**src/hdl/dhs_pkg.sv**
```systemverilog
// ----------------------------------------------------------------------------
// Disk head seek scheduler package
// Shared constants, codes, item types and inter-module structs.
// ----------------------------------------------------------------------------
package dhs_pkg;

  // Sizing of the request store and the cylinder range.
  localparam int MAX_REQUESTS = 16;
  localparam int CYL_BITS     = 16;
  localparam int CYL_MAX      = (1 << CYL_BITS) - 1;

  // Derived widths.
  localparam int CNT_W  = $clog2(MAX_REQUESTS + 1);
  localparam int IDX_W  = (MAX_REQUESTS > 1) ? $clog2(MAX_REQUESTS) : 1;
  localparam int TOT_W  = $clog2(MAX_REQUESTS + 4);
  localparam int SEEK_W = 22;

  // Configuration port geometry and reset values.
  localparam int CFG_IDX_W  = 2;
  localparam int CFG_DATA_W = 17;
  localparam logic [16:0] DISK_SIZE_RST = 17'd200;

  typedef logic [CYL_BITS-1:0] cyl_t;

  // Input command codes.
  typedef enum logic [1:0] {
    CMD_LOAD  = 2'd0,
    CMD_RUN   = 2'd1,
    CMD_CLEAR = 2'd2
  } cmd_t;

  // Scheduling policy codes.
  typedef enum logic [1:0] {
    POL_FCFS  = 2'd0,
    POL_SCAN  = 2'd1,
    POL_CSCAN = 2'd2
  } policy_t;

  // Configuration register indexes.
  typedef enum logic [CFG_IDX_W-1:0] {
    REG_DISK_SIZE  = 2'd0,
    REG_START_POS  = 2'd1,
    REG_POLICY     = 2'd2,
    REG_SWEEP_DOWN = 2'd3
  } cfg_reg_t;

  // Run sequencer states.
  typedef enum logic [2:0] {
    ST_IDLE,
    ST_SETTLE,
    ST_SPLIT,
    ST_START,
    ST_GRP_A,
    ST_EDGE1,
    ST_EDGE2,
    ST_GRP_B
  } seq_state_t;

  // Channel payloads.
  typedef struct packed {
    logic [1:0]  command;
    logic [15:0] cylinder;
  } in_item_t;

  typedef struct packed {
    logic [15:0]       head_stop;
    logic [SEEK_W-1:0] seek_total;
    logic              last_stop;
  } out_item_t;

  // Value travelling between neighboring sort cells.
  typedef struct packed {
    logic vld;
    cyl_t val;
  } carry_t;

  // Control from the top level and sequencer into the cell row.
  typedef struct packed {
    logic             load;
    logic             clear;
    cyl_t             cyl;
    cyl_t             start;
    logic [IDX_W-1:0] rd_idx;
  } chain_ctl_t;

  // Status and read data from the cell row.
  typedef struct packed {
    logic             busy;
    logic [CNT_W-1:0] count;
    logic [CNT_W-1:0] split;
    cyl_t             arr_rd;
    cyl_t             srt_rd;
  } chain_stat_t;

  // Decoded run configuration for the sequencer.
  typedef struct packed {
    cyl_t start;
    cyl_t top;
    logic sorted;
    logic cscan;
    logic down;
  } seq_cfg_t;

endpackage

```
**src/hdl/dhs_cell.sv**
```systemverilog
// ----------------------------------------------------------------------------
// Disk head seek scheduler cell
// Holds one arrival-order request and one slot of the systolic insertion
// sorter; keeps the smaller value and passes the larger one to its neighbor.
// ----------------------------------------------------------------------------
module dhs_cell (
  input  logic            clk,
  input  logic            rst_n,
  input  logic            clear,
  input  logic            arr_we,
  input  dhs_pkg::cyl_t   arr_wdata,
  input  dhs_pkg::carry_t carry_in,
  output dhs_pkg::carry_t carry_out,
  output logic            srt_vld,
  output dhs_pkg::cyl_t   srt_val,
  output dhs_pkg::cyl_t   arr_val
);

  logic          srt_vld_r, srt_vld_nxt;
  dhs_pkg::cyl_t srt_val_r, srt_val_nxt;
  logic          carry_vld_r, carry_vld_nxt;
  dhs_pkg::cyl_t carry_val_r, carry_val_nxt;
  dhs_pkg::cyl_t arr_val_r, arr_val_nxt;

  // Insertion step: an empty slot takes the value, a full one keeps the minimum.
  always_comb begin
    srt_vld_nxt   = srt_vld_r;
    srt_val_nxt   = srt_val_r;
    carry_vld_nxt = 1'b0;
    carry_val_nxt = carry_val_r;
    if (clear) begin
      srt_vld_nxt = 1'b0;
    end else if (carry_in.vld) begin
      if (!srt_vld_r) begin
        srt_vld_nxt = 1'b1;
        srt_val_nxt = carry_in.val;
      end else if (carry_in.val < srt_val_r) begin
        srt_val_nxt   = carry_in.val;
        carry_vld_nxt = 1'b1;
        carry_val_nxt = srt_val_r;
      end else begin
        carry_vld_nxt = 1'b1;
        carry_val_nxt = carry_in.val;
      end
    end
  end

  // Arrival-order slot is written once per load that lands here.
  always_comb begin
    arr_val_nxt = arr_we ? arr_wdata : arr_val_r;
  end

  always_ff @(posedge clk) begin
    if (!rst_n) begin
      srt_vld_r   <= 1'b0;
      carry_vld_r <= 1'b0;
    end else begin
      srt_vld_r   <= srt_vld_nxt;
      carry_vld_r <= carry_vld_nxt;
    end
  end

  always_ff @(posedge clk) begin
    srt_val_r   <= srt_val_nxt;
    carry_val_r <= carry_val_nxt;
    arr_val_r   <= arr_val_nxt;
  end

  assign carry_out.vld = carry_vld_r;
  assign carry_out.val = carry_val_r;
  assign srt_vld       = srt_vld_r;
  assign srt_val       = srt_val_r;
  assign arr_val       = arr_val_r;

endmodule

```
**src/hdl/dhs_chain.sv**
```systemverilog
// ----------------------------------------------------------------------------
// Disk head seek scheduler cell row
// A row of sort cells fed one request per cycle, the request counter, the
// split count against the start cylinder and the read selection.
// ----------------------------------------------------------------------------
module dhs_chain (
  input  logic                 clk,
  input  logic                 rst_n,
  input  dhs_pkg::chain_ctl_t  ctl,
  output dhs_pkg::chain_stat_t stat
);

  logic [dhs_pkg::CNT_W-1:0]        count_r, count_nxt;
  logic                             load_ok;
  dhs_pkg::carry_t                  link [dhs_pkg::MAX_REQUESTS+1];
  logic [dhs_pkg::MAX_REQUESTS-1:0] srt_vld;
  dhs_pkg::cyl_t                    srt_val [dhs_pkg::MAX_REQUESTS];
  dhs_pkg::cyl_t                    arr_val [dhs_pkg::MAX_REQUESTS];
  logic [dhs_pkg::MAX_REQUESTS-1:0] at_or_below;
  logic [dhs_pkg::MAX_REQUESTS-1:0] carry_busy;
  logic [dhs_pkg::MAX_REQUESTS-1:0] order_ok;

  // A load into a full store is dropped before it reaches the row.
  assign load_ok = ctl.load && (count_r < dhs_pkg::CNT_W'(dhs_pkg::MAX_REQUESTS));

  assign link[0].vld = load_ok;
  assign link[0].val = ctl.cyl;

  // The row of cells.
  for (genvar g = 0; g < dhs_pkg::MAX_REQUESTS; g++) begin : g_cell
    dhs_cell u_cell (
      .clk       (clk),
      .rst_n     (rst_n),
      .clear     (ctl.clear),
      .arr_we    (load_ok && (count_r == dhs_pkg::CNT_W'(g))),
      .arr_wdata (ctl.cyl),
      .carry_in  (link[g]),
      .carry_out (link[g+1]),
      .srt_vld   (srt_vld[g]),
      .srt_val   (srt_val[g]),
      .arr_val   (arr_val[g])
    );

    assign at_or_below[g] = srt_vld[g] && (srt_val[g] <= ctl.start);
    assign carry_busy[g]  = link[g+1].vld;
  end

  // Neighboring sorted slots must be ascending and packed toward cell zero.
  for (genvar g = 0; g < dhs_pkg::MAX_REQUESTS - 1; g++) begin : g_order
    assign order_ok[g] = !srt_vld[g+1] || (srt_vld[g] && (srt_val[g] <= srt_val[g+1]));
  end
  assign order_ok[dhs_pkg::MAX_REQUESTS-1] = 1'b1;

  // Request counter.
  always_comb begin
    count_nxt = count_r;
    if (ctl.clear) begin
      count_nxt = '0;
    end else if (load_ok) begin
      count_nxt = count_r + dhs_pkg::CNT_W'(1);
    end
  end

  always_ff @(posedge clk) begin
    if (!rst_n) begin
      count_r <= '0;
    end else begin
      count_r <= count_nxt;
    end
  end

  // Status and read data toward the sequencer.
  assign stat.busy   = |carry_busy;
  assign stat.count  = count_r;
  assign stat.split  = dhs_pkg::CNT_W'($countones(at_or_below));
  assign stat.arr_rd = arr_val[ctl.rd_idx];
  assign stat.srt_rd = srt_val[ctl.rd_idx];

  a_sorted_when_settled: assert property (@(posedge clk) disable iff (!rst_n)
    !stat.busy |-> &order_ok)
    else $error("sort row out of order after settling");

  a_count_matches_row: assert property (@(posedge clk) disable iff (!rst_n)
    !stat.busy |-> ($countones(srt_vld) == int'(count_r)))
    else $error("request count disagrees with occupied sort cells");

endmodule

```
**src/hdl/dhs_sequencer.sv**
```systemverilog
// ----------------------------------------------------------------------------
// Disk head seek scheduler run sequencer
// Walks the head stops of one run, accumulates the seek total and drives the
// registered result item.
// ----------------------------------------------------------------------------
module dhs_sequencer (
  input  logic                       clk,
  input  logic                       rst_n,
  input  logic                       run_start,
  input  dhs_pkg::seq_cfg_t          cfg,
  input  dhs_pkg::chain_stat_t       stat,
  output logic [dhs_pkg::IDX_W-1:0]  rd_idx,
  output logic                       idle,
  output logic                       out_valid,
  input  logic                       out_stall,
  output dhs_pkg::out_item_t         out_item
);

  dhs_pkg::seq_state_t                 state_r, state_nxt;
  logic [dhs_pkg::CNT_W-1:0]           idx_r, idx_nxt;
  logic [dhs_pkg::CNT_W-1:0]           rem_r, rem_nxt;
  logic                                dir_r, dir_nxt;
  logic [dhs_pkg::CNT_W-1:0]           split_r, split_nxt;
  dhs_pkg::cyl_t                       head_r, head_nxt;
  logic [dhs_pkg::SEEK_W-1:0]          total_r, total_nxt;
  logic [dhs_pkg::TOT_W-1:0]           tot_r, tot_nxt;
  dhs_pkg::out_item_t                  out_r, out_nxt;
  logic                                out_valid_r, out_valid_nxt;

  logic                                fire;
  logic                                emit;
  logic                                grp_done;
  logic [dhs_pkg::CNT_W-1:0]           n;
  logic [dhs_pkg::CNT_W-1:0]           a_idx, a_rem, b_idx, b_rem;
  logic                                a_dir, b_dir;
  dhs_pkg::cyl_t                       pos;
  dhs_pkg::cyl_t                       diff;
  logic [dhs_pkg::SEEK_W-1:0]          sum;

  // The output register can take a new item when empty or being drained.
  assign fire = !out_valid_r || !out_stall;
  assign n    = stat.count;

  always_comb begin
    emit = 1'b0;
    case (state_r)
      dhs_pkg::ST_START, dhs_pkg::ST_EDGE1, dhs_pkg::ST_EDGE2: begin
        emit = fire;
      end
      dhs_pkg::ST_GRP_A, dhs_pkg::ST_GRP_B: begin
        emit = fire && (rem_r != '0);
      end
      default: begin
        emit = 1'b0;
      end
    endcase
  end

  assign grp_done = (rem_r == '0) || (fire && (rem_r == dhs_pkg::CNT_W'(1)));

  // Next state.
  always_comb begin
    state_nxt = state_r;
    case (state_r)
      dhs_pkg::ST_IDLE: begin
        if (run_start) state_nxt = dhs_pkg::ST_SETTLE;
      end
      dhs_pkg::ST_SETTLE: begin
        if (!stat.busy) state_nxt = dhs_pkg::ST_SPLIT;
      end
      dhs_pkg::ST_SPLIT: begin
        state_nxt = dhs_pkg::ST_START;
      end
      dhs_pkg::ST_START: begin
        if (fire) state_nxt = dhs_pkg::ST_GRP_A;
      end
      dhs_pkg::ST_GRP_A: begin
        if (grp_done) state_nxt = cfg.sorted ? dhs_pkg::ST_EDGE1 : dhs_pkg::ST_IDLE;
      end
      dhs_pkg::ST_EDGE1: begin
        if (fire) state_nxt = cfg.cscan ? dhs_pkg::ST_EDGE2 : dhs_pkg::ST_GRP_B;
      end
      dhs_pkg::ST_EDGE2: begin
        if (fire) state_nxt = dhs_pkg::ST_GRP_B;
      end
      dhs_pkg::ST_GRP_B: begin
        if (grp_done) state_nxt = dhs_pkg::ST_IDLE;
      end
      default: begin
        state_nxt = dhs_pkg::ST_IDLE;
      end
    endcase
  end

  // First group: arrival order, or the requests on the sweep side of the head.
  always_comb begin
    if (!cfg.sorted) begin
      a_idx = '0;
      a_rem = n;
      a_dir = 1'b0;
    end else if (!cfg.down) begin
      a_idx = split_r;
      a_rem = n - split_r;
      a_dir = 1'b0;
    end else begin
      a_idx = split_r - dhs_pkg::CNT_W'(1);
      a_rem = split_r;
      a_dir = 1'b1;
    end
  end

  // Second group: the requests left behind, walked back or wrapped around.
  always_comb begin
    if (!cfg.down && !cfg.cscan) begin
      b_idx = split_r - dhs_pkg::CNT_W'(1);
      b_rem = split_r;
      b_dir = 1'b1;
    end else if (!cfg.down) begin
      b_idx = '0;
      b_rem = split_r;
      b_dir = 1'b0;
    end else if (!cfg.cscan) begin
      b_idx = split_r;
      b_rem = n - split_r;
      b_dir = 1'b0;
    end else begin
      b_idx = n - dhs_pkg::CNT_W'(1);
      b_rem = n - split_r;
      b_dir = 1'b1;
    end
  end

  // Cylinder of the stop offered in this cycle.
  always_comb begin
    case (state_r)
      dhs_pkg::ST_START: pos = cfg.start;
      dhs_pkg::ST_GRP_A: pos = cfg.sorted ? stat.srt_rd : stat.arr_rd;
      dhs_pkg::ST_EDGE1: pos = cfg.down ? '0 : cfg.top;
      dhs_pkg::ST_EDGE2: pos = cfg.down ? cfg.top : '0;
      dhs_pkg::ST_GRP_B: pos = stat.srt_rd;
      default:           pos = cfg.start;
    endcase
  end

  // Head movement for this stop.
  assign diff = (pos > head_r) ? (pos - head_r) : (head_r - pos);
  assign sum  = total_r + dhs_pkg::SEEK_W'(diff);

  // Datapath and result register.
  always_comb begin
    idx_nxt       = idx_r;
    rem_nxt       = rem_r;
    dir_nxt       = dir_r;
    split_nxt     = split_r;
    head_nxt      = head_r;
    total_nxt     = total_r;
    tot_nxt       = tot_r;
    out_nxt       = out_r;
    out_valid_nxt = out_valid_r;

    if (state_r == dhs_pkg::ST_SPLIT) begin
      split_nxt = stat.split;
      head_nxt  = cfg.start;
      total_nxt = '0;
      tot_nxt   = dhs_pkg::TOT_W'(n) + dhs_pkg::TOT_W'(1)
                + (cfg.sorted ? dhs_pkg::TOT_W'(1) : '0)
                + (cfg.cscan ? dhs_pkg::TOT_W'(1) : '0);
    end

    if (emit) begin
      head_nxt           = pos;
      total_nxt          = sum;
      tot_nxt            = tot_r - dhs_pkg::TOT_W'(1);
      out_nxt.head_stop  = 16'(pos);
      out_nxt.seek_total = sum;
      out_nxt.last_stop  = (tot_r == dhs_pkg::TOT_W'(1));
      out_valid_nxt      = 1'b1;
    end else if (!out_stall) begin
      out_valid_nxt = 1'b0;
    end

    // Group walking and group setup.
    if (emit && ((state_r == dhs_pkg::ST_GRP_A) || (state_r == dhs_pkg::ST_GRP_B))) begin
      idx_nxt = dir_r ? (idx_r - dhs_pkg::CNT_W'(1)) : (idx_r + dhs_pkg::CNT_W'(1));
      rem_nxt = rem_r - dhs_pkg::CNT_W'(1);
    end else if (fire && (state_r == dhs_pkg::ST_START)) begin
      idx_nxt = a_idx;
      rem_nxt = a_rem;
      dir_nxt = a_dir;
    end else if (fire && (((state_r == dhs_pkg::ST_EDGE1) && !cfg.cscan) ||
                          (state_r == dhs_pkg::ST_EDGE2))) begin
      idx_nxt = b_idx;
      rem_nxt = b_rem;
      dir_nxt = b_dir;
    end
  end

  always_ff @(posedge clk) begin
    if (!rst_n) begin
      state_r     <= dhs_pkg::ST_IDLE;
      tot_r       <= '0;
      out_valid_r <= 1'b0;
    end else begin
      state_r     <= state_nxt;
      tot_r       <= tot_nxt;
      out_valid_r <= out_valid_nxt;
    end
  end

  always_ff @(posedge clk) begin
    idx_r   <= idx_nxt;
    rem_r   <= rem_nxt;
    dir_r   <= dir_nxt;
    split_r <= split_nxt;
    head_r  <= head_nxt;
    total_r <= total_nxt;
    out_r   <= out_nxt;
  end

  assign rd_idx    = idx_r[dhs_pkg::IDX_W-1:0];
  assign idle      = (state_r == dhs_pkg::ST_IDLE);
  assign out_valid = out_valid_r;
  assign out_item  = out_r;

  a_emit_has_budget: assert property (@(posedge clk) disable iff (!rst_n)
    emit |-> (tot_r != '0))
    else $error("stop emitted beyond the planned stop count");

  a_idle_all_emitted: assert property (@(posedge clk) disable iff (!rst_n)
    (state_r == dhs_pkg::ST_IDLE) |-> (tot_r == '0))
    else $error("run finished with stops still pending");

endmodule

```
**src/hdl/disk_head_seek_scheduler.sv**
```systemverilog
// ----------------------------------------------------------------------------
// Disk head seek scheduler
// Load and clear items are accepted back to back while no run is active.
// A run item waits in the settle state until the sort row drains, passes the
// split state, then emits one stop per cycle (n+1 to n+3 stops); an empty
// request group emits no stop, and output stall holds the sequencer.
// Synchronous active-low reset clears the request count, cell valids, the
// sequencer and output valid, and returns the registers to their defaults.
// ----------------------------------------------------------------------------
module disk_head_seek_scheduler (
  input  logic                              clk,
  input  logic                              rst_n,
  input  logic                              in_valid,
  output logic                              in_stall,
  input  dhs_pkg::in_item_t                 in_item,
  output logic                              out_valid,
  input  logic                              out_stall,
  output dhs_pkg::out_item_t                out_item,
  input  logic                              cfg_we,
  input  logic [dhs_pkg::CFG_IDX_W-1:0]     cfg_idx,
  input  logic [dhs_pkg::CFG_DATA_W-1:0]    cfg_wdata
);

  logic [16:0]          disk_size_r, disk_size_nxt;
  logic [15:0]          start_pos_r, start_pos_nxt;
  logic [1:0]           policy_r, policy_nxt;
  logic                 sweep_down_r, sweep_down_nxt;

  logic                 accept;
  logic                 seq_idle;
  logic [16:0]          size_m1;
  dhs_pkg::chain_ctl_t  ctl;
  dhs_pkg::chain_stat_t stat;
  dhs_pkg::seq_cfg_t    scfg;
  logic [dhs_pkg::IDX_W-1:0] rd_idx;

  // Configuration registers.
  always_comb begin
    disk_size_nxt  = disk_size_r;
    start_pos_nxt  = start_pos_r;
    policy_nxt     = policy_r;
    sweep_down_nxt = sweep_down_r;
    if (cfg_we) begin
      case (cfg_idx)
        dhs_pkg::REG_DISK_SIZE:  disk_size_nxt  = cfg_wdata[16:0];
        dhs_pkg::REG_START_POS:  start_pos_nxt  = cfg_wdata[15:0];
        dhs_pkg::REG_POLICY:     policy_nxt     = cfg_wdata[1:0];
        dhs_pkg::REG_SWEEP_DOWN: sweep_down_nxt = cfg_wdata[0];
        default: begin
          disk_size_nxt = disk_size_r;
        end
      endcase
    end
  end

  always_ff @(posedge clk) begin
    if (!rst_n) begin
      disk_size_r  <= dhs_pkg::DISK_SIZE_RST;
      start_pos_r  <= '0;
      policy_r     <= dhs_pkg::POL_FCFS;
      sweep_down_r <= 1'b0;
    end else begin
      disk_size_r  <= disk_size_nxt;
      start_pos_r  <= start_pos_nxt;
      policy_r     <= policy_nxt;
      sweep_down_r <= sweep_down_nxt;
    end
  end

  // Top edge is the size minus one, saturated to the cylinder range.
  assign size_m1 = disk_size_r - 17'd1;

  always_comb begin
    scfg.start  = start_pos_r[dhs_pkg::CYL_BITS-1:0];
    scfg.sorted = policy_r inside {dhs_pkg::POL_SCAN, dhs_pkg::POL_CSCAN};
    scfg.cscan  = (policy_r == dhs_pkg::POL_CSCAN);
    scfg.down   = sweep_down_r;
    if (disk_size_r == '0) begin
      scfg.top = '0;
    end else if (size_m1 > 17'(dhs_pkg::CYL_MAX)) begin
      scfg.top = dhs_pkg::cyl_t'(dhs_pkg::CYL_MAX);
    end else begin
      scfg.top = size_m1[dhs_pkg::CYL_BITS-1:0];
    end
  end

  // Input handshake and command decode.
  assign in_stall = !seq_idle;
  assign accept   = in_valid && !in_stall;

  always_comb begin
    ctl.load   = accept && (in_item.command == dhs_pkg::CMD_LOAD);
    ctl.clear  = accept && (in_item.command == dhs_pkg::CMD_CLEAR);
    ctl.cyl    = in_item.cylinder[dhs_pkg::CYL_BITS-1:0];
    ctl.start  = start_pos_r[dhs_pkg::CYL_BITS-1:0];
    ctl.rd_idx = rd_idx;
  end

  dhs_chain u_chain (
    .clk   (clk),
    .rst_n (rst_n),
    .ctl   (ctl),
    .stat  (stat)
  );

  dhs_sequencer u_seq (
    .clk       (clk),
    .rst_n     (rst_n),
    .run_start (accept && (in_item.command == dhs_pkg::CMD_RUN)),
    .cfg       (scfg),
    .stat      (stat),
    .rd_idx    (rd_idx),
    .idle      (seq_idle),
    .out_valid (out_valid),
    .out_stall (out_stall),
    .out_item  (out_item)
  );

endmodule
```
**config.mk**
```make
export PLATFORM = sky130hd
export DESIGN_NAME = disk_head_seek_scheduler
export DESIGN_NICKNAME = d
export VERILOG_FILES = /design/src/hdl/dhs_pkg.sv /design/src/hdl/dhs_cell.sv /design/src/hdl/dhs_chain.sv /design/src/hdl/dhs_sequencer.sv /design/src/hdl/disk_head_seek_scheduler.sv
export SDC_FILE = /design/constraint.sdc
export NUM_CORES = 2
export LEC_CHECK = 0
export ABC_AREA = 1
export BUFFER_PORTS_ARGS = -buffer_cell sky130_fd_sc_hd__buf_4
export CELL_PAD_IN_SITES_DETAIL_PLACEMENT = 0
export CELL_PAD_IN_SITES_GLOBAL_PLACEMENT = 1
export CORE_MARGIN = 3
export CORE_UTILIZATION = 53
export DETAILED_ROUTE_END_ITERATION = 6
export GPL_ROUTABILITY_DRIVEN = 0
export HOLD_SLACK_MARGIN = 0.12
export PLACE_DENSITY = 0.83
export SLEW_MARGIN = 20
export SYNTH_ARGS = -nofsm -noshare
export SYNTH_HDL_FRONTEND = slang
export SYNTH_SLANG_ARGS = --single-unit
```
**constraint.sdc**
```tcl
create_clock -name clk -period 15.23 [get_ports clk]
set_input_delay 0.7615 -clock clk [delete_from_list [all_inputs] [get_ports clk]]
set_output_delay 0.7615 -clock clk [all_outputs]
set_load 0.005 [all_outputs]
```
* After elaboration in Yosys (flattened, before gate mapping)
Index checks and enable logic that the tools add are counted.
** Storage, ports and cells
- Output and inout bits :: 41
- Flip-flop bits (word level) :: 927
** Operators by class
- Order comparisons :: 36
- Multiplexer cells :: 120
- Equal/unequal tests :: 55
- Bitwise gates (word level) :: 20
- Reduce and logical (&&, ||, !) cells :: 121
- $add $sub $neg :: 29
** Operators by type and width (count)
- 16-bit 2-to-1 mux :: 59
- 16-bit less-or-equal comparator :: 16
- 16-bit less-than comparator :: 16
- 16-bit binary-select mux with 4-bit select :: 2
- 3-bit AND reduction :: 31
- 5-bit 2-to-1 mux :: 18
- 16-bit one-hot mux with 4 select lines :: 1
- 3-bit OR reduction :: 17
- 2-bit by 1-bit inequality test with 1-bit output (second input constant) :: 23
- 5-bit adder :: 9
- 1-bit logical AND :: 44
- 22-bit 2-to-1 mux :: 2
- 5-bit by 4-bit == test with 1-bit output (second input constant) :: 8
- 16-bit subtractor :: 2
- 1-bit 2-to-1 mux :: 28
- 5-bit by 1-bit subtractor with 5-bit output (second input constant) :: 5
- 3-bit 2-to-1 mux :: 8
- 3-bit one-hot mux with 8 select lines :: 1
- 22-bit by 16-bit adder with 22-bit output :: 1
- 5-bit by 3-bit == test with 1-bit output (second input constant) :: 4
- 1-bit inverter :: 19
- 17-bit by 16-bit > comparator with 1-bit output (second input constant) :: 1
- 17-bit logical NOT :: 1
- 17-bit by 1-bit subtractor with 17-bit output (second input constant) :: 1
- 28 further kinds :: 64

* Longest topological paths before layout
- Word-level depth :: 10
- Gate-level depth with buffers :: 44
- Gate-level depth less buffers :: 41

* Modules after synthesis
A second synthesis with hierarchy kept.
** Unflattened totals
- Cells, all modules :: 6536
- Area, all modules :: 58234.6 µm²
** By module, submodules not included
- dhs_cell :: area an instance 2185.8 µm², instances 16, cells an instance 176
- dhs_chain :: area an instance 12474.5 µm², instances 1, cells an instance 2119
- dhs_sequencer :: area an instance 8745.9 µm², instances 1, cells an instance 1269
- disk_head_seek_scheduler :: area an instance 2040.7 µm², instances 1, cells an instance 332

* Worst setup path before layout
Ideal clock, no wire load.
- Kind :: reg2reg
- Start :: reg disk_size_r[0]
- End :: reg u_seq.total_r[14] (netlist bit) (data pin)
- Required time :: 14.964 ns
- Stages on the path, launching flop included :: 43
- Clock period less this slack :: 5.063 ns
- Slack :: 10.167 ns
- Data arrival time :: 4.797 ns
- Library setup time :: 0.266 ns
- Path through :: dfxtp_1 > clkinv_1 > ha_1 > nand2_2 > nand2_1 > nand2_1 > nand3_1 > nor2_1 > nand3_1 > nand2_1 > inv_1 > nand2_2 > buf_6 > nand3_1 > nand2_1 > nand2_2 > nand2_2 > inv_2 > [... 7 more ...] > nand2_1 > nand2_1 > buf_2 > o21ai_1 > inv_1 > fa_1 > inv_1 > nand2_1 > inv_1 > nand2_1 > nand2_1 > nand2_1 > nor2_1 > nor2_1 > o21ai_0 > a21oi_1 > xor2_1 > nor2_1
** On the way
- Word-level cells in the longest chain between the ends :: 10
- Elaborated cells between the ends (all ways) :: 14
- Those cells by class :: add/sub (4); order compare (2); mux (7); reduce/logical (1)
** RTL lines
- from (decl) :: line disk_head_seek_scheduler.sv:24 : logic [16:0] disk_size_r, disk_size_nxt;
- from (signal assigned) :: line disk_head_seek_scheduler.sv:58 : disk_size_r <= dhs_pkg::DISK_SIZE_RST;
- from (signal assigned) :: line disk_head_seek_scheduler.sv:63 : disk_size_r <= disk_size_nxt;
- 17-bit by 1-bit subtractor with 17-bit output :: line disk_head_seek_scheduler.sv:71 : assign size_m1 = disk_size_r - 17'd1;
- 17-bit by 16-bit > comparator with 1-bit output :: line disk_head_seek_scheduler.sv:80 : end else if (size_m1 > 17'(dhs_pkg::CYL_MAX)) begin
- 16-bit 2-to-1 mux :: line disk_head_seek_scheduler.sv:80
- 16-bit 2-to-1 mux (*) :: line disk_head_seek_scheduler.sv:78 : if (disk_size_r == '0) begin
- 16-bit 2-to-1 mux (on tied branches) :: line dhs_sequencer.sv:139, dhs_sequencer.sv:138
- 16-bit one-hot mux with 4 select lines (*) :: line dhs_sequencer.sv:135 : case (state_r)
- via u_seq.pos[2] :: line dhs_sequencer.sv:36 : dhs_pkg::cyl_t pos;
- 16-bit subtractor / 16-bit > comparator (equally long branches) :: line dhs_sequencer.sv:146 : assign diff = (pos > head_r) ? (pos - head_r) : (head_r - pos);
- 16-bit 2-to-1 mux (*) :: line dhs_sequencer.sv:146
- 22-bit by 16-bit adder with 22-bit output (*) :: line dhs_sequencer.sv:147 : assign sum = total_r + dhs_pkg::SEEK_W'(diff);
- 22-bit 2-to-1 mux (*) :: line dhs_sequencer.sv:170 : if (emit) begin
- to (signal assigned) :: line dhs_sequencer.sv:216 : total_r <= total_nxt;
- to (decl) :: line dhs_sequencer.sv:25 : logic [dhs_pkg::SEEK_W-1:0] total_r, total_nxt;
Mark *: on every way through the listed nets, which the timed path passes. The rest lies on a longest branch.
A chain may end at the register's enable or synchronous reset.

* Worst setup path after layout
- Start :: reg u_seq.idx_r[0] (netlist bit)
- End :: reg u_seq.total_r[21] (netlist bit) (data pin)
** On the way
- Word-level cells in the longest chain between the ends :: 10
- Elaborated cells between the ends (all ways) :: 15
- Those cells by class :: add/sub (3); order compare (1); mux (10); bitwise (1)
** RTL lines
- from (decl) :: line dhs_sequencer.sv:20 : logic [dhs_pkg::CNT_W-1:0] idx_r, idx_nxt;
- from (signal assigned) :: line dhs_sequencer.sv:211 : idx_r <= idx_nxt;
- 4-bit inverter with 5-bit output (not written as such) (*) :: line dhs_chain.sv:76, dhs_chain.sv:77
- 16-bit binary-select mux with 4-bit select (on tied branches) :: line dhs_chain.sv:76, dhs_chain.sv:77
- 16-bit 2-to-1 mux (on tied branches) (2 in a row) :: line dhs_chain.sv:76, dhs_chain.sv:77
- 16-bit 2-to-1 mux :: line dhs_sequencer.sv:137 : dhs_pkg::ST_GRP_A: pos = cfg.sorted ? stat.srt_rd : stat.arr_rd;
- 16-bit one-hot mux with 4 select lines (*) :: line dhs_sequencer.sv:135
- via u_seq.pos[13] :: line dhs_sequencer.sv:36
- 16-bit subtractor / 16-bit > comparator (equally long branches) :: line dhs_sequencer.sv:146
- 16-bit 2-to-1 mux (*) :: line dhs_sequencer.sv:146
- 22-bit by 16-bit adder with 22-bit output (*) :: line dhs_sequencer.sv:147
- via u_seq.sum, one bit :: line dhs_sequencer.sv:38 : logic [dhs_pkg::SEEK_W-1:0] sum;
- 22-bit 2-to-1 mux (*) :: line dhs_sequencer.sv:170
Mark *: on every way through the listed nets, which the timed path passes. The rest lies on a longest branch. The select of a mux whose other input is x is not followed.

==> results.toml <==
[worst_setup_path]
crit_top_cell = "nand2_1"
cp_max_fo = 106
worstPathRequired_ns = 15.71
endpoint_kind = "flop"
r2r-start = "u_seq.idx_r[0]$_DFFE_PP_"
critical_path_class = "reg -> reg"
crit_slowest_cell = "buf_4"
cp-start-kind = "flop"
cp.arrival_ns = 8.77
crit_start = "u_seq.idx_r[0]$_DFFE_PP_"
cpPeakStageDelay_ns = 0.88

[pwr]
p_sw_frac = 0.3821
pwr-share-comb = 0.374
p_int_uw = 5670
p_clk_frac = 0.282
powerDensity_nw_per_um2 = 158.0
p_leak_uw = 0.02356
seqPwrFrac = 0.344
ir_drop_v = 0.0001866
power_switching_uw = 3506

[synthesis]
syn_inst = 5349
synth_common_cells = "nand2_1, edfxtp_1, o21ai_0"
synth-edff-count = 844
yosysSeqAreaShare = 0.5149
synth_area_per_cell_sq_um = 9.799
synth.distinct_cells = 54
synth_top_area_frac = 0.4835
synth_warnings = 0
synth_area_leaders = "edfxtp_1, ha_1, o21ai_0"
async_flop_share = 0
synth.cell_area_sq_um = 52410
synth_most_common_cell = "nand2_1"
syn-num-nets = 5982
synth_ff_type = "edfxtp_1"
yosys_register_bits = 926
synth_top_area_cell = "edfxtp_1"

[place]
dpl_worst_slack_ns = 7.219
hpwlAfterDp_mm = 108.5
io_buffers = 82

[route]
viasPerCell = 5.892
num_vias = 40090
drt_iter0_markers = 4189
antenna_left = 0
first_pass_iters = 6
wl_per_cell_um = 22.45
wl_mm = 152.8
post-route-drc-count = 0

[cts]
cts_buffers = 101
cts_tree = "built"
cts_buffer_depth = 3
cts_sinks = 926
cts_resized = 0
clkTransAtPathRegs_ns = 0.06
clock_latency_ns = 0.73
cts-root-buf = "clkbuf_16"
hold_buffers = 0
post_cts_buffers = 0
cts_htree_levels = 3

[die]
core_sq_um = 97420
die_h_um = 320.5
start_util = 0.5380
rows = 114
dieArea_sq_um = 102700
die_x_um = 320.5
ioPinCount = 83

[status]
outcome = "finished clean"

[cells_and_area]
nNetsFinal = 6076
drive_gt1_frac = 0.07525
fin_util = 0.5963
syn_to_final_growth_pct = 10.83

[job]
drv_cap = 0

[timing]
skew_ns = 0.04549
worstMarginPinSlew_ns = 1.096
period_needed_ns = 8.289
tns_ns = 0
fin_ws_ns = 6.941
fmax_mhz = 120.6
max-slew-margin-rel = 0.2690
hold_viol_final = 0
setup_violations = 0
post-route-period-util = 0.5443
rsz0062_at_grt = "false"
drv_slew = 0

[grt]
first_global_vias = 38750
antenna_found_initial = 3
grt.overflow.total = 0
grt_usage = 0.2942
grt_pass1_wl_mm = 230.4
grt_max_degree = 135

[hold_path]
holdCritPathClass = "in -> reg"
worstHoldStart = "cfg_wdata[7]"
## layer usage
layer  wire length (um)  up-vias  track usage  part of all wire
li1                   -    19170            -                 -
met1              63130    19130       0.3922              0.41
met2              72210     1484       0.4872              0.47
met3              11070      309      0.04348             0.072
met4               6357        4       0.1149             0.042
met5                 27        -            0           0.00018
## flip-flops by register name, indices dropped and copies added (netlist names), 16 cells and up
name                               count
disk_size_r                           17
start_pos_r                           16
u_chain.g_cell.u_cell.arr_val        256
u_chain.g_cell.u_cell.carry_val_r    240
u_chain.g_cell.u_cell.carry_vld_r     16
u_chain.g_cell.u_cell.srt_val        256
u_chain.g_cell.u_cell.srt_vld         16
u_seq.head_r                          16
u_seq.out_item                        39
u_seq.total_r                         22
## worst paths after layout
path,slack (ns),end,cells past startpoint
worst min-delay path,0.28,disk_size_r[7]$_SDFFE_PN1P_,3
worst max register to register,6.94,u_seq.total_r[21]$_SDFFCE_PN0P_,34
worst min register to register,0.45,u_chain.g_cell[15].u_cell.srt_val[4]$_DFFE_PP_,0
worst max-delay path,6.94,u_seq.total_r[21]$_SDFFCE_PN0P_,34
## cell families (layout without fill, tap and decap cells)
group                    Yosys count  count (layout)  synth area share
AO/OA/AOI/OAI                   1393            1393            0.1444
XOR/XNOR                          55              55          0.009190
adder cells (fa/ha/maj)          591             591            0.1432
buffers and inverters            797             976           0.06032
flip-flops                       926             926            0.5149
other                              0               1                 0
AND/OR/NAND/NOR                 1587            1587            0.1280
## cell type report
class                      instances  area [sq um]
antenna                            1         2.502
clock buffer                     118          2683
clock inverter                    70         849.6
fill                            8352         39330
inverter                         609          2293
multi-input combinational       3626         22320
sequential                       926         26990
tap                             1276          1597
timing repair buffer             179          1360
## power by group through the flow
stage	Combinational, uW	Clock (uW)	Sequential, uW
2_1_floorplan	2400	0	3170
5_1_grt	3820	2730	3170
3_5_place_dp	3380	0	3210
6_report	3430	2590	3160
3_3_place_gp	3360	0	3210
4_1_cts	3390	2620	3160
## critical path, delay by kind of cell (launching register included)
kind | cells | cell delay, ns
DFF | 1 | 0.40
and+or+nand+nor | 19 | 3.05
buffers and inverters | 8 | 3.06
adders and majority gates | 2 | 0.64
xor gates and xnor gates | 1 | 0.14
AOI/OAI and AO/OA | 4 | 0.58
## through the flow
step                instance area (sq um)  hold slack (ns)  power, uW  std cells
global route                        58090           0.2918       9710       6804
detailed placement                  54540           0.4400       6586       6615
CTS                                 58080           0.2459       9168       6803
finish                              58090           0.2799       9176       6805
floorplan                           52410           0.4208       5578       5349
global placement                    54540           0.4328       6571       6615
## placed cells by master (no fill, tap or decap), types with 5 or more instances in the layout
cell        count
o22ai_1        18
xnor2_1        18
nor3_1         65
clkinv_1       24
and2_1          5
a21o_1         22
o21a_1         20
a211oi_1        7
clkinv_2       19
fa_1           15
a21oi_1       492
buf_4         177
o21ai_0       667
o21ai_1        28
nor2_1        288
nand2_1       854
clkbuf_8        7
inv_1         587
nor2_2         16
bufinv_16      14
clkinvlp_4      7
dfxtp_1        81
nand3_2         5
ha_1          576
clkbuf_1        9
clkbuf_16     102
inv_2          16
nand4_1        69
a31oi_1        12
nand3_1       246
o21bai_1        8
o221ai_1       59
nor4_1          6
nand2_2        21
xor2_1         37
o211ai_1       34
edfxtp_1      844
o2111ai_1       8
No activity file was read; power rests on OpenSTA's default activity.
